File: config.mk
export PLATFORM = sky130hd
export DESIGN_NAME = stack_queue_transfer_engine
export DESIGN_NICKNAME = d
export VERILOG_FILES = /design/src/sv/sqte_pkg.sv /design/src/sv/sqte_ram.sv /design/src/sv/stack_queue_transfer_engine.sv
export SDC_FILE = /design/constraint.sdc
export NUM_CORES = 1
export LEC_CHECK = 0
export BUFFER_PORTS_ARGS = -buffer_cell sky130_fd_sc_hd__buf_2
export CORE_MARGIN = 3
export CORE_UTILIZATION = 46
export DETAILED_ROUTE_END_ITERATION = 8
export PLACE_DENSITY = 0.71
export SKIP_CTS_REPAIR_TIMING = 1
export SYNTH_ARGS = -nofsm -noshare
export SYNTH_HDL_FRONTEND = slang
export SYNTH_HIERARCHICAL = 1
export SYNTH_SLANG_ARGS = --single-unit
File: constraint.sdc
create_clock -name aclk -period 11.76 [get_ports aclk]
set_input_delay 2.352 -clock aclk [delete_from_list [all_inputs] [get_ports aclk]]
set_output_delay 2.352 -clock aclk [all_outputs]
set_load 0.005 [all_outputs]
File: src/sv/sqte_pkg.sv
// Shared definitions for the stack and queue transfer engine.
// Holds operation and status codes, the result record and parameter defaults.
// No dependencies.
`default_nettype none

package sqte_pkg;

    localparam int DEPTH_DEFAULT      = 16;
    localparam int DATA_WIDTH_DEFAULT = 32;

    // Operation codes carried by the mode field.
    localparam logic [2:0] MODE_PUSH     = 3'd0;
    localparam logic [2:0] MODE_POP      = 3'd1;
    localparam logic [2:0] MODE_ENQUEUE  = 3'd2;
    localparam logic [2:0] MODE_DEQUEUE  = 3'd3;
    localparam logic [2:0] MODE_STK2QUE  = 3'd4;
    localparam logic [2:0] MODE_QUE2STK  = 3'd5;

    // Status codes.
    localparam logic [1:0] STATUS_OK    = 2'd0;
    localparam logic [1:0] STATUS_FULL  = 2'd1;
    localparam logic [1:0] STATUS_EMPTY = 2'd2;

    localparam logic signed [31:0] EMPTY_VALUE = -32'sd1;

    typedef struct packed {
        logic signed [31:0] data_out;
        logic [1:0]         status;
        logic [4:0]         moved_count;
        logic [4:0]         stack_level;
        logic [4:0]         queue_level;
    } result_t;

endpackage

`default_nettype wire

File: src/sv/sqte_ram.sv
// Simple dual-port memory: one write port, one read port, registered read data.
// Depends on sqte_pkg for its default sizes.
`default_nettype none

module sqte_ram #(
    parameter int DEPTH      = sqte_pkg::DEPTH_DEFAULT,
    parameter int DATA_WIDTH = sqte_pkg::DATA_WIDTH_DEFAULT,
    localparam int ADDR_W    = $clog2(DEPTH)
) (
    input  wire logic                  aclk,
    input  wire logic                  wr_en,
    input  wire logic [ADDR_W-1:0]     wr_addr,
    input  wire logic [DATA_WIDTH-1:0] wr_data,
    input  wire logic                  rd_en,
    input  wire logic [ADDR_W-1:0]     rd_addr,
    output logic      [DATA_WIDTH-1:0] rd_data
);

    logic [DATA_WIDTH-1:0] mem [DEPTH];

    always_ff @(posedge aclk) begin
        if (wr_en) begin
            mem[wr_addr] <= wr_data;
        end
    end

    always_ff @(posedge aclk) begin
        if (rd_en) begin
            rd_data <= mem[rd_addr];
        end
    end

endmodule

`default_nettype wire

File: src/sv/stack_queue_transfer_engine.sv
// Top level of the stack and queue transfer engine: control, pointers and result path.
// Depends on sqte_pkg and instantiates sqte_ram for the stack and the queue stores.
//
//   channel | direction | ports                                         | handshake
//   s_      | in        | s_mode, s_data_in                             | s_valid / s_ready
//   m_      | out       | m_data_out, m_status, m_moved_count,          | m_valid / m_ready
//           |           | m_stack_level, m_queue_level                  |
//
// Push, enqueue and any operation that only reports a status load their result in the cycle they are accepted.
// Pop and dequeue read the store first and load their result in the read state, as the store's read data is registered.
// A move reads one element per cycle and writes each in the cycle after its read; the result loads with the last write.
// Reset clears the levels and the queue pointers; the stores themselves are not cleared.
// A stalled result waits in an output register with one staging entry behind it.
`default_nettype none

module stack_queue_transfer_engine #(
    parameter int DEPTH      = sqte_pkg::DEPTH_DEFAULT,
    parameter int DATA_WIDTH = sqte_pkg::DATA_WIDTH_DEFAULT
) (
    input  wire logic               aclk,
    input  wire logic               aresetn,
    input  wire logic               s_valid,
    output logic                    s_ready,
    input  wire logic [2:0]         s_mode,
    input  wire logic signed [31:0] s_data_in,
    output logic                    m_valid,
    input  wire logic               m_ready,
    output logic signed [31:0]      m_data_out,
    output logic [1:0]              m_status,
    output logic [4:0]              m_moved_count,
    output logic [4:0]              m_stack_level,
    output logic [4:0]              m_queue_level
);

    localparam int ADDR_W = $clog2(DEPTH);
    localparam int FILL_W = $clog2(DEPTH + 1);
    localparam logic [FILL_W-1:0] FULL_LVL = FILL_W'(DEPTH);
    localparam logic [ADDR_W-1:0] LAST_IDX = ADDR_W'(DEPTH - 1);

    typedef enum logic [2:0] {
        ST_IDLE = 3'b001,
        ST_READ = 3'b010,
        ST_MOVE = 3'b100
    } state_t;

    state_t                  state_reg, state_next;
    logic [FILL_W-1:0]       sf_reg, sf_next;
    logic [FILL_W-1:0]       qf_reg, qf_next;
    logic [ADDR_W-1:0]       qh_reg, qh_next;
    logic [ADDR_W-1:0]       qt_reg, qt_next;
    logic                    src_q_reg, src_q_next;
    logic [FILL_W-1:0]       rd_left_reg, rd_left_next;
    logic [FILL_W-1:0]       moved_reg, moved_next;
    logic                    pend_reg, pend_next;
    sqte_pkg::result_t       res_reg, res_new;
    logic                    res_valid_reg, res_valid_next;
    sqte_pkg::result_t       out_reg;
    logic                    m_valid_reg;

    logic                    s_fire, res_go, res_load;
    logic                    stk_we, stk_re, q_we, q_re;
    logic [DATA_WIDTH-1:0]   wr_value, stk_wdata, q_wdata, stk_rdata, q_rdata;
    logic [FILL_W-1:0]       stk_top, q_space, move_n;
    logic signed [31:0]      dout;
    logic [1:0]              status;

    // The input is sign-extended or truncated to the storage width.
    assign wr_value = DATA_WIDTH'(s_data_in);

    assign res_go  = !m_valid_reg || m_ready;
    assign s_ready = (state_reg == ST_IDLE) && (!res_valid_reg || res_go);
    assign s_fire  = s_valid && s_ready;

    assign stk_top = sf_reg - FILL_W'(1);
    assign q_space = FULL_LVL - qf_reg;
    assign move_n  = (sf_reg < q_space) ? sf_reg : q_space;

    sqte_ram #(.DEPTH(DEPTH), .DATA_WIDTH(DATA_WIDTH)) u_stack_ram (
        .aclk    (aclk),
        .wr_en   (stk_we),
        .wr_addr (sf_reg[ADDR_W-1:0]),
        .wr_data (stk_wdata),
        .rd_en   (stk_re),
        .rd_addr (stk_top[ADDR_W-1:0]),
        .rd_data (stk_rdata)
    );

    sqte_ram #(.DEPTH(DEPTH), .DATA_WIDTH(DATA_WIDTH)) u_queue_ram (
        .aclk    (aclk),
        .wr_en   (q_we),
        .wr_addr (qt_reg),
        .wr_data (q_wdata),
        .rd_en   (q_re),
        .rd_addr (qh_reg),
        .rd_data (q_rdata)
    );

    always_comb begin
        state_next   = state_reg;
        sf_next      = sf_reg;
        qf_next      = qf_reg;
        qh_next      = qh_reg;
        qt_next      = qt_reg;
        src_q_next   = src_q_reg;
        rd_left_next = rd_left_reg;
        moved_next   = moved_reg;
        pend_next    = pend_reg;
        stk_we       = 1'b0;
        stk_re       = 1'b0;
        q_we         = 1'b0;
        q_re         = 1'b0;
        stk_wdata    = wr_value;
        q_wdata      = wr_value;
        res_load     = 1'b0;
        dout         = '0;
        status       = sqte_pkg::STATUS_OK;

        unique case (state_reg)
            ST_IDLE: begin
                moved_next = '0;
                if (s_fire) begin
                    unique case (s_mode)
                        sqte_pkg::MODE_PUSH: begin
                            res_load = 1'b1;
                            if (sf_reg == FULL_LVL) begin
                                status = sqte_pkg::STATUS_FULL;
                            end else begin
                                stk_we  = 1'b1;
                                sf_next = sf_reg + FILL_W'(1);
                            end
                        end
                        sqte_pkg::MODE_POP: begin
                            if (sf_reg == '0) begin
                                res_load = 1'b1;
                                dout     = sqte_pkg::EMPTY_VALUE;
                                status   = sqte_pkg::STATUS_EMPTY;
                            end else begin
                                stk_re     = 1'b1;
                                sf_next    = stk_top;
                                src_q_next = 1'b0;
                                state_next = ST_READ;
                            end
                        end
                        sqte_pkg::MODE_ENQUEUE: begin
                            res_load = 1'b1;
                            if (qf_reg == FULL_LVL) begin
                                status = sqte_pkg::STATUS_FULL;
                            end else begin
                                q_we    = 1'b1;
                                qt_next = (qt_reg == LAST_IDX) ? '0 : qt_reg + ADDR_W'(1);
                                qf_next = qf_reg + FILL_W'(1);
                            end
                        end
                        sqte_pkg::MODE_DEQUEUE: begin
                            if (qf_reg == '0) begin
                                res_load = 1'b1;
                                dout     = sqte_pkg::EMPTY_VALUE;
                                status   = sqte_pkg::STATUS_EMPTY;
                            end else begin
                                q_re       = 1'b1;
                                qh_next    = (qh_reg == LAST_IDX) ? '0 : qh_reg + ADDR_W'(1);
                                qf_next    = qf_reg - FILL_W'(1);
                                src_q_next = 1'b1;
                                state_next = ST_READ;
                            end
                        end
                        sqte_pkg::MODE_STK2QUE: begin
                            if (sf_reg == '0) begin
                                res_load = 1'b1;
                                status   = sqte_pkg::STATUS_EMPTY;
                            end else if (qf_reg == FULL_LVL) begin
                                res_load = 1'b1;
                                status   = sqte_pkg::STATUS_FULL;
                            end else begin
                                rd_left_next = move_n;
                                moved_next   = move_n;
                                pend_next    = 1'b0;
                                src_q_next   = 1'b0;
                                state_next   = ST_MOVE;
                            end
                        end
                        sqte_pkg::MODE_QUE2STK: begin
                            if (qf_reg == '0) begin
                                res_load = 1'b1;
                                status   = sqte_pkg::STATUS_EMPTY;
                            end else if (sf_reg == FULL_LVL) begin
                                res_load = 1'b1;
                                status   = sqte_pkg::STATUS_FULL;
                            end else begin
                                // Space on the stack bounds the move as tightly as the queue fill.
                                rd_left_next = (qf_reg < FULL_LVL - sf_reg) ?
                                               qf_reg : FULL_LVL - sf_reg;
                                moved_next   = rd_left_next;
                                pend_next    = 1'b0;
                                src_q_next   = 1'b1;
                                state_next   = ST_MOVE;
                            end
                        end
                        default: begin
                            res_load = 1'b1;
                        end
                    endcase
                end
            end
            ST_READ: begin
                res_load   = 1'b1;
                dout       = src_q_reg ? 32'(q_rdata) : 32'(stk_rdata);
                state_next = ST_IDLE;
            end
            ST_MOVE: begin
                // The element read in the previous cycle is written to the destination.
                if (pend_reg) begin
                    if (src_q_reg) begin
                        stk_we    = 1'b1;
                        stk_wdata = q_rdata;
                        sf_next   = sf_reg + FILL_W'(1);
                    end else begin
                        q_we    = 1'b1;
                        q_wdata = stk_rdata;
                        qt_next = (qt_reg == LAST_IDX) ? '0 : qt_reg + ADDR_W'(1);
                        qf_next = qf_reg + FILL_W'(1);
                    end
                end
                if (rd_left_reg != '0) begin
                    rd_left_next = rd_left_reg - FILL_W'(1);
                    pend_next    = 1'b1;
                    if (src_q_reg) begin
                        q_re    = 1'b1;
                        qh_next = (qh_reg == LAST_IDX) ? '0 : qh_reg + ADDR_W'(1);
                        qf_next = qf_reg - FILL_W'(1);
                    end else begin
                        stk_re  = 1'b1;
                        sf_next = stk_top;
                    end
                end else begin
                    pend_next  = 1'b0;
                    moved_next = '0;
                    res_load   = 1'b1;
                    state_next = ST_IDLE;
                end
            end
            default: begin
                state_next = ST_IDLE;
            end
        endcase

        res_new.data_out    = dout;
        res_new.status      = status;
        res_new.moved_count = 5'(moved_reg);
        res_new.stack_level = 5'(sf_next);
        res_new.queue_level = 5'(qf_next);
    end

    always_comb begin
        if (res_load) begin
            res_valid_next = 1'b1;
        end else if (res_go) begin
            res_valid_next = 1'b0;
        end else begin
            res_valid_next = res_valid_reg;
        end
    end

    always_ff @(posedge aclk) begin
        if (!aresetn) begin
            state_reg     <= ST_IDLE;
            sf_reg        <= '0;
            qf_reg        <= '0;
            qh_reg        <= '0;
            qt_reg        <= '0;
            rd_left_reg   <= '0;
            pend_reg      <= 1'b0;
            res_valid_reg <= 1'b0;
            m_valid_reg   <= 1'b0;
        end else begin
            state_reg     <= state_next;
            sf_reg        <= sf_next;
            qf_reg        <= qf_next;
            qh_reg        <= qh_next;
            qt_reg        <= qt_next;
            rd_left_reg   <= rd_left_next;
            pend_reg      <= pend_next;
            res_valid_reg <= res_valid_next;
            if (res_valid_reg && res_go) begin
                m_valid_reg <= 1'b1;
            end else if (m_ready) begin
                m_valid_reg <= 1'b0;
            end
        end
    end

    always_ff @(posedge aclk) begin
        src_q_reg <= src_q_next;
        moved_reg <= moved_next;
        if (res_load) begin
            res_reg <= res_new;
        end
        if (res_valid_reg && res_go) begin
            out_reg <= res_reg;
        end
    end

    assign m_valid       = m_valid_reg;
    assign m_data_out    = out_reg.data_out;
    assign m_status      = out_reg.status;
    assign m_moved_count = out_reg.moved_count;
    assign m_stack_level = out_reg.stack_level;
    assign m_queue_level = out_reg.queue_level;

`ifndef SYNTH
    logic [FILL_W:0] move_total;
    assign move_total = (FILL_W+1)'(sf_reg) + (FILL_W+1)'(qf_reg) + (FILL_W+1)'(pend_reg);

    // An element in flight during a move is neither lost nor duplicated.
    a_move_conserves: assert property (@(posedge aclk) disable iff (!aresetn)
        (state_reg == ST_MOVE) |=> (move_total == $past(move_total)))
        else $error("element count changed during a move");

    a_no_stack_overflow: assert property (@(posedge aclk) disable iff (!aresetn)
        stk_we |-> (sf_reg != FULL_LVL))
        else $error("stack written while full");

    a_no_queue_overflow: assert property (@(posedge aclk) disable iff (!aresetn)
        q_we |-> (qf_reg != FULL_LVL))
        else $error("queue written while full");

    a_staged_only_idle: assert property (@(posedge aclk) disable iff (!aresetn)
        res_valid_reg |-> (state_reg == ST_IDLE))
        else $error("staged result while an operation is still running");

    a_pop_reads: assert property (@(posedge aclk) disable iff (!aresetn)
        (s_fire && (s_mode == sqte_pkg::MODE_POP) && (sf_reg != '0))
        |=> (state_reg == ST_READ))
        else $error("pop of a non-empty stack did not wait for read data");
`endif

endmodule

`default_nettype wire
* Word-level counts from Yosys, hierarchy flattened *
Memory sizes are Yosys's and may differ from the RTL's. A register that Yosys moved wholly into a read port is not among the register bits.
Cells that the tools add are included.

word-level totals
  memories = 2
  word-level logic and storage cells = 225
  output and inout port bits = 51
  input bits = 39
  bits in registers = 133
  memory bits (writable) = 1024

operators by class
  add/subtract/negate cells = 9
  reduce and logical (&&, ||, !) cells = 23
  $lt $le $gt $ge = 2
  mux-type cells = 132
  eq/ne operators = 36

memory list
  name             words  bits a word  read ports  clocked after memory_dff  wr ports  RTL line        RTL
  u_queue_ram.mem  16     32           1           1                         1         sqte_ram.sv:19  logic [DATA_WIDTH-1:0] mem [DEPTH];
  u_stack_ram.mem  16     32           1           1                         1         sqte_ram.sv:19

operators with widths
  operator                                           count
  2-to-1 mux 32 bit                                  10
  2-to-1 mux 5 bit                                   28
  case mux 32 bit (2 select lines)                   2
  case mux 5 bit (2 select lines)                    8
  2-to-1 mux 4 bit                                   12
  2-to-1 mux 1 bit                                   46
  inequality test 2 bit (second input constant)      14
  2-to-1 mux 3 bit                                   8
  inequality test 3 bit (second input constant)      6
  AND reduction 9 bit                                2
  case mux 4 bit (2 select lines)                    2
  subtractor 5 x 1 -> 5 bit (second input constant)  3
  case mux 1 bit (2 select lines)                    6
  case mux 2 bit (6 select lines)                    1
  case mux 3 bit (4 select lines)                    1
  AND reduction 6 bit                                2
  adder 5 x 1 -> 5 bit (second input constant)       2
  == test 5 bit (second input constant)              2
  zero test 5 bit                                    2
  less-than comparator 5 bit                         2
  subtractor 5 bit (first input constant)            2
  == test 3 x 2 -> 1 bit (second input constant)     3
  == test 3 bit (second input constant)              3
  adder 4 x 1 -> 4 bit (second input constant)       2
  19 further kinds                                   33

* Longest topological paths before layout *
  depth in word-level cells = 9
  mapped depth = 14

* Cells and area by module *
Netlist, hierarchy kept.

modules (own cells, without submodules)
  module                       times used  sequential area each (um^2)  cells each  area an instance (um^2)
  sqte_ram                     2           16335.7                      838         20155.6
  stack_queue_transfer_engine  1           3703.6                       612         7220.7

* Worst setup path after synthesis *
OpenSTA, ideal clock, no wires.

  kind = in2reg
  start = in s_mode[0]
  end = mem u_queue_ram/mem[0][0] in the netlist's numbering (enable)
  arrival = 6108 ps
  stages on the path = 5
  path slack = 5191 ps
  buffers on the path = 1
  library setup time = 461 ps
  cell sequence = buf_4 > or4b_1 > o21ai_2 > or3b_2 > nor3_1

on the way
  cells in the longest elaborated chain, start to end = 6

RTL lines
  what                                    RTL line                            RTL
  start: declaration                      stack_queue_transfer_engine.sv:24   input wire logic [2:0] s_mode,
  == test 3 x 2 -> 1 bit                  stack_queue_transfer_engine.sv:122  unique case (s_mode)
  2-to-1 mux 1 bit                        stack_queue_transfer_engine.sv:122
  2-to-1 mux 1 bit                        stack_queue_transfer_engine.sv:121  if (s_fire) begin
  case mux 1 bit (2 select lines)         stack_queue_transfer_engine.sv:118  unique case (state_reg)
  net q_we                                stack_queue_transfer_engine.sv:61   logic stk_we, stk_re, q_we, q_re;
  2-to-1 mux 1 bit                        sqte_ram.sv:22                      if (wr_en) begin
  2-to-1 mux 1 bit (implied by the code)  sqte_ram.sv:23                      mem[wr_addr] <= wr_data;
  end: declaration                        sqte_ram.sv:19

The timed path passes the listed nets, and every way through them passes these cells.

* Final worst setup path *
  start = reg sf_reg[0]
  end = mem u_stack_ram/mem[8][27] in the netlist's numbering (enable)

on the way
  cells in the longest elaborated chain, start to end = 7

RTL lines
  what                                    RTL line                            RTL
  start: declaration                      stack_queue_transfer_engine.sv:47   logic [FILL_W-1:0] sf_reg, sf_next;
  start signal: assignment                stack_queue_transfer_engine.sv:277  sf_reg <= sf_next;
  == test 5 bit                           stack_queue_transfer_engine.sv:125  if (sf_reg == FULL_LVL) begin
  2-to-1 mux 1 bit                        stack_queue_transfer_engine.sv:125
  2-to-1 mux 1 bit                        stack_queue_transfer_engine.sv:122
  2-to-1 mux 1 bit                        stack_queue_transfer_engine.sv:121
  case mux 1 bit (2 select lines)         stack_queue_transfer_engine.sv:118
  net stk_we                              stack_queue_transfer_engine.sv:61
  2-to-1 mux 1 bit                        sqte_ram.sv:22
  2-to-1 mux 1 bit (implied by the code)  sqte_ram.sv:23
  end: declaration                        sqte_ram.sv:19

The timed path passes the listed nets, and every way through them passes these cells.

==> out/qor.log <==
INFO  worst_setup_path critPathBufInv=3
INFO  power_and_ir_drop p_per_area=164mW/mm^2
INFO  worst_setup_path timing.critical_path.slowest_stage_cell=sky130_fd_sc_hd__dfxtp_1
INFO  floorplan      design.die.area=0.107mm^2
INFO  floorplan      design.core.area=0.102mm^2
INFO  sta            holdWs=0.416ns
INFO  worst_hold_path timing.hold.worst.class=flip-flop to flip-flop
INFO  worst_setup_path timing.critical_path.to_type=flip-flop
INFO  placement      port_buffers=89
INFO  sta            fin_setup_tns=0ns
INFO  clock_tree     cts_buffers=116
INFO  sta            hold_violations=0
INFO  route          final_antenna_net_count=0
INFO  layout         areaGrowthSynthToFinish=12.2%
INFO  worst_setup_path cp_max_fanout=92
INFO  global_route   first_pass_grt_wire_length=155mm
INFO  route          wl_per_cell=27.0um
INFO  worst_setup_path worstSetupStartpointType=flip-flop
INFO  sta            fmaxAchievable=0.174GHz
INFO  layout         layout.nets=2456
INFO  job            max-cap-violations=0
INFO  global_route   via_count_of_the_first_global_routing_pass=23300
INFO  sta            grt_setup_unrepaired=false
INFO  sta            final-setup-viol-count=0
INFO  floorplan      floorplan.rows=117
INFO  layout         layout-drive-gt1-share=0.270
INFO  yosys          syn-mean-instance-area=20.8um^2
INFO  worst_setup_path critPathArrivalTime=6.10ns
INFO  global_route   grt_overflow_total=0
INFO  floorplan      die_h=327um
INFO  floorplan      floorplan.die.width=327um
INFO  yosys          synth_top_area_cell=sky130_fd_sc_hd__edfxtp_1
INFO  worst_setup_path cp_common_cell=sky130_fd_sc_hd__ha_1
INFO  global_route   pin_count_of_the_biggest_net_entering_global_routing=93
INFO  clock_tree     max-clock-path-buffers=3
INFO  worst_setup_path cpPeakStageDelay=0.91ns
INFO  worst_setup_path series_of_cell_instances_along_the_critical_path=inv_8, ha_1, or3b_2, inv_1, ha_1, or4_1, o22ai_1, nand3b_1, nor3_2, buf_4
INFO  clock_tree     cts_sinks=1221
INFO  sta            tightest_slew=1.28ns
INFO  clock_tree     htreeDepth=3
INFO  yosys          synth.lib_cells_used.distinct=66
INFO  placement      gp_congestion=0.865
INFO  sta            min_period_over_period=0.490
INFO  global_route   global_route.usage.total=0.195
INFO  yosys          netlist_top_cells_area=sky130_fd_sc_hd__edfxtp_1 75%, sky130_fd_sc_hd__mux4_2 12%, sky130_fd_sc_hd__a22oi_1 2.1%
INFO  floorplan      initial_core_util=0.465
INFO  global_route   grt_antenna_before_repair=2
INFO  yosys          synth-warning-count=6
INFO  sta            finalWorstPathRequiredPeriod=5.76ns
INFO  placement      hpwl=62.7mm
INFO  route          route.vias.total=23100
INFO  route          route.detailed.drc=0
INFO  route          via_per_inst=5.98
INFO  power_and_ir_drop total_leakage_power=16.9nW
INFO  worst_setup_path timing_worst_setup_path_type=flip-flop to flip-flop
INFO  yosys          postSynthNetCount=2346
INFO  clock_tree     tritoncts=done
INFO  layout         n_fill_cell=7799
INFO  route          detail_route.wirelength=104mm
INFO  worst_setup_path setup.reg_to_reg.worst_slack=6.00ns
INFO  clock_tree     clock_edge_transition_at_the_registers_on_the_reported_setup_and_hold_paths=0.06ns
INFO  yosys          synth_area=0.0475mm^2
INFO  yosys          area_share_of_the_largest_cell_type_after_synthesis=0.753
INFO  clock_tree     clk_latency=0.69ns
INFO  yosys          postSynth.asyncResetShare=0
INFO  yosys          postSynthCellCount=2288
INFO  sta            worst_slew_margin_rel=0.147
INFO  sta            fin_skew=0.0327ns
INFO  yosys          ys_ff_latch=1221
INFO  route          initialDrtViolationCount=2965
INFO  worst_setup_path path_delay_family=simple AND/OR/NAND/NOR gates
INFO  power_and_ir_drop fin_total_pwr=8.73mW
INFO  yosys          edff_count_synth=1192
INFO  worst_setup_path timing.critical_path.required=12.09ns
INFO  route          drt_pass1_iterations=7
INFO  floorplan      io-pin-count=90
INFO  power_and_ir_drop ir_worst_vdd=0.116mV
INFO  clock_tree     clk_root_buffer_cell=sky130_fd_sc_hd__clkbuf_16
INFO  yosys          synth_sequential_area_ratio=0.765
INFO  yosys          most_used_dff_post_synth=sky130_fd_sc_hd__edfxtp_1
INFO  status         outcome=finished, final reports clean
INFO  sta            final-max-slew-violation-count=0
[kinds of logic (layout without fill, tap and decap cells)]
family | count (synthesis) | in the layout | share of synthesized area
other | 0 | 2 | 0
adders and majority gates | 19 | 19 | 0.00500
xor gates and xnor gates | 16 | 16 | 0.00295
and+or+nand+nor | 260 | 260 | 0.0269
DFF | 1221 | 1221 | 0.765
buffers and inverters | 141 | 348 | 0.0135
AOI/OAI and AO/OA | 254 | 254 | 0.0375
muxes | 377 | 377 | 0.149
[area by class of cell]
type | instances | area [um^2] | area share
Antenna cell | 2 | 5.00 | 0.0000938
Clock buffer | 135 | 3000 | 0.0562
Clock inverter | 80 | 717 | 0.0134
Inverter | 18 | 77.6 | 0.00145
Multi-Input combinational cell | 926 | 10800 | 0.202
Sequential cell | 1221 | 36400 | 0.682
Tap cell | 1368 | 1710 | 0.0321
Timing Repair Buffer | 115 | 653 | 0.0122
[final timing paths]
check,from,end,cells past startpoint
worst min-delay path,res_reg[9],m_stack_level[4],0
worst min register to register,res_reg[9],m_stack_level[4],0
worst max-delay path,sf_reg[0],u_stack_ram/mem[8][27],10
worst max register to register,sf_reg[0],u_stack_ram/mem[8][27],10
[stage by stage]
| step | utilization | instances | setup WS [ns] | cell area (um^2) |
|---|---|---|---|---|
| floorplan | - | 2288 | 5.19 | 47500 |
| global placement | 0.486 | 3648 | 6.12 | 49600 |
| detailed placement | 0.486 | 3648 | 6.01 | 49600 |
| CTS | 0.522 | 3863 | 6.02 | 53300 |
| global route | 0.522 | 3863 | 5.54 | 53300 |
| finish | 0.522 | 3865 | 6.00 | 53300 |
[synthesized netlist by cell type (all sizes together), types with 5 or more instances]
library cell  number
edfxtp          1192
mux4             257
a22oi            131
nand2             95
mux2              69
buf               66
nor2              65
clkbuf            57
mux2i             51
o21ai             48
dfxtp             29
a21oi             20
ha                19
inv               18
nor3              17
and2              16
xnor2             11
nor2b             10
o22ai             10
nand3              9
nand2b             8
a31oi              6
nand3b             6
a211o              5
nand4              5
nor3b              5
or3b               5
xor2               5
[layout by cell type, fill, tap and decap left out, types with 9 or more instances in the layout]
cell                        synthesis  layout
sky130_fd_sc_hd__buf_4             20      25
sky130_fd_sc_hd__inv_1             18      16
sky130_fd_sc_hd__mux2i_1           51      51
sky130_fd_sc_hd__a22oi_1          131     131
sky130_fd_sc_hd__edfxtp_1        1192    1192
sky130_fd_sc_hd__bufinv_16          0      11
sky130_fd_sc_hd__mux4_2           257     257
sky130_fd_sc_hd__dfxtp_1           29      27
sky130_fd_sc_hd__xnor2_1           11      11
sky130_fd_sc_hd__clkinv_1           0      25
sky130_fd_sc_hd__o21ai_0           47      47
sky130_fd_sc_hd__clkbuf_16          0     117
sky130_fd_sc_hd__nor3_1            17       9
sky130_fd_sc_hd__clkinv_2           0      26
sky130_fd_sc_hd__nor2_1            64      38
sky130_fd_sc_hd__a21oi_1           19      19
sky130_fd_sc_hd__mux2_2            69      69
sky130_fd_sc_hd__nor2_4             0      25
sky130_fd_sc_hd__nand2_1           95      94
sky130_fd_sc_hd__ha_1              19      19
sky130_fd_sc_hd__clkbuf_1          57      18
sky130_fd_sc_hd__and2_1            16      16
sky130_fd_sc_hd__buf_2             24      89
[report_power, final]
part           internal, mW  leakage (nW)  switching [mW]
clock network          2.06          1.82            1.56
registers              4.81          11.1          0.0138
logic                0.0872          4.01           0.188
total                  6.96          16.9            1.77
[layer usage]
metal | track usage | routed length (um) | vias up
met5 | 0 | 11 | -
met4 | 0.0608 | 2800 | 2
met3 | 0.0291 | 7500 | 158
met2 | 0.316 | 51300 | 1005
met1 | 0.275 | 42800 | 12200
li1 | - | - | 9772
No activity file was read; power rests on OpenSTA's default activity.
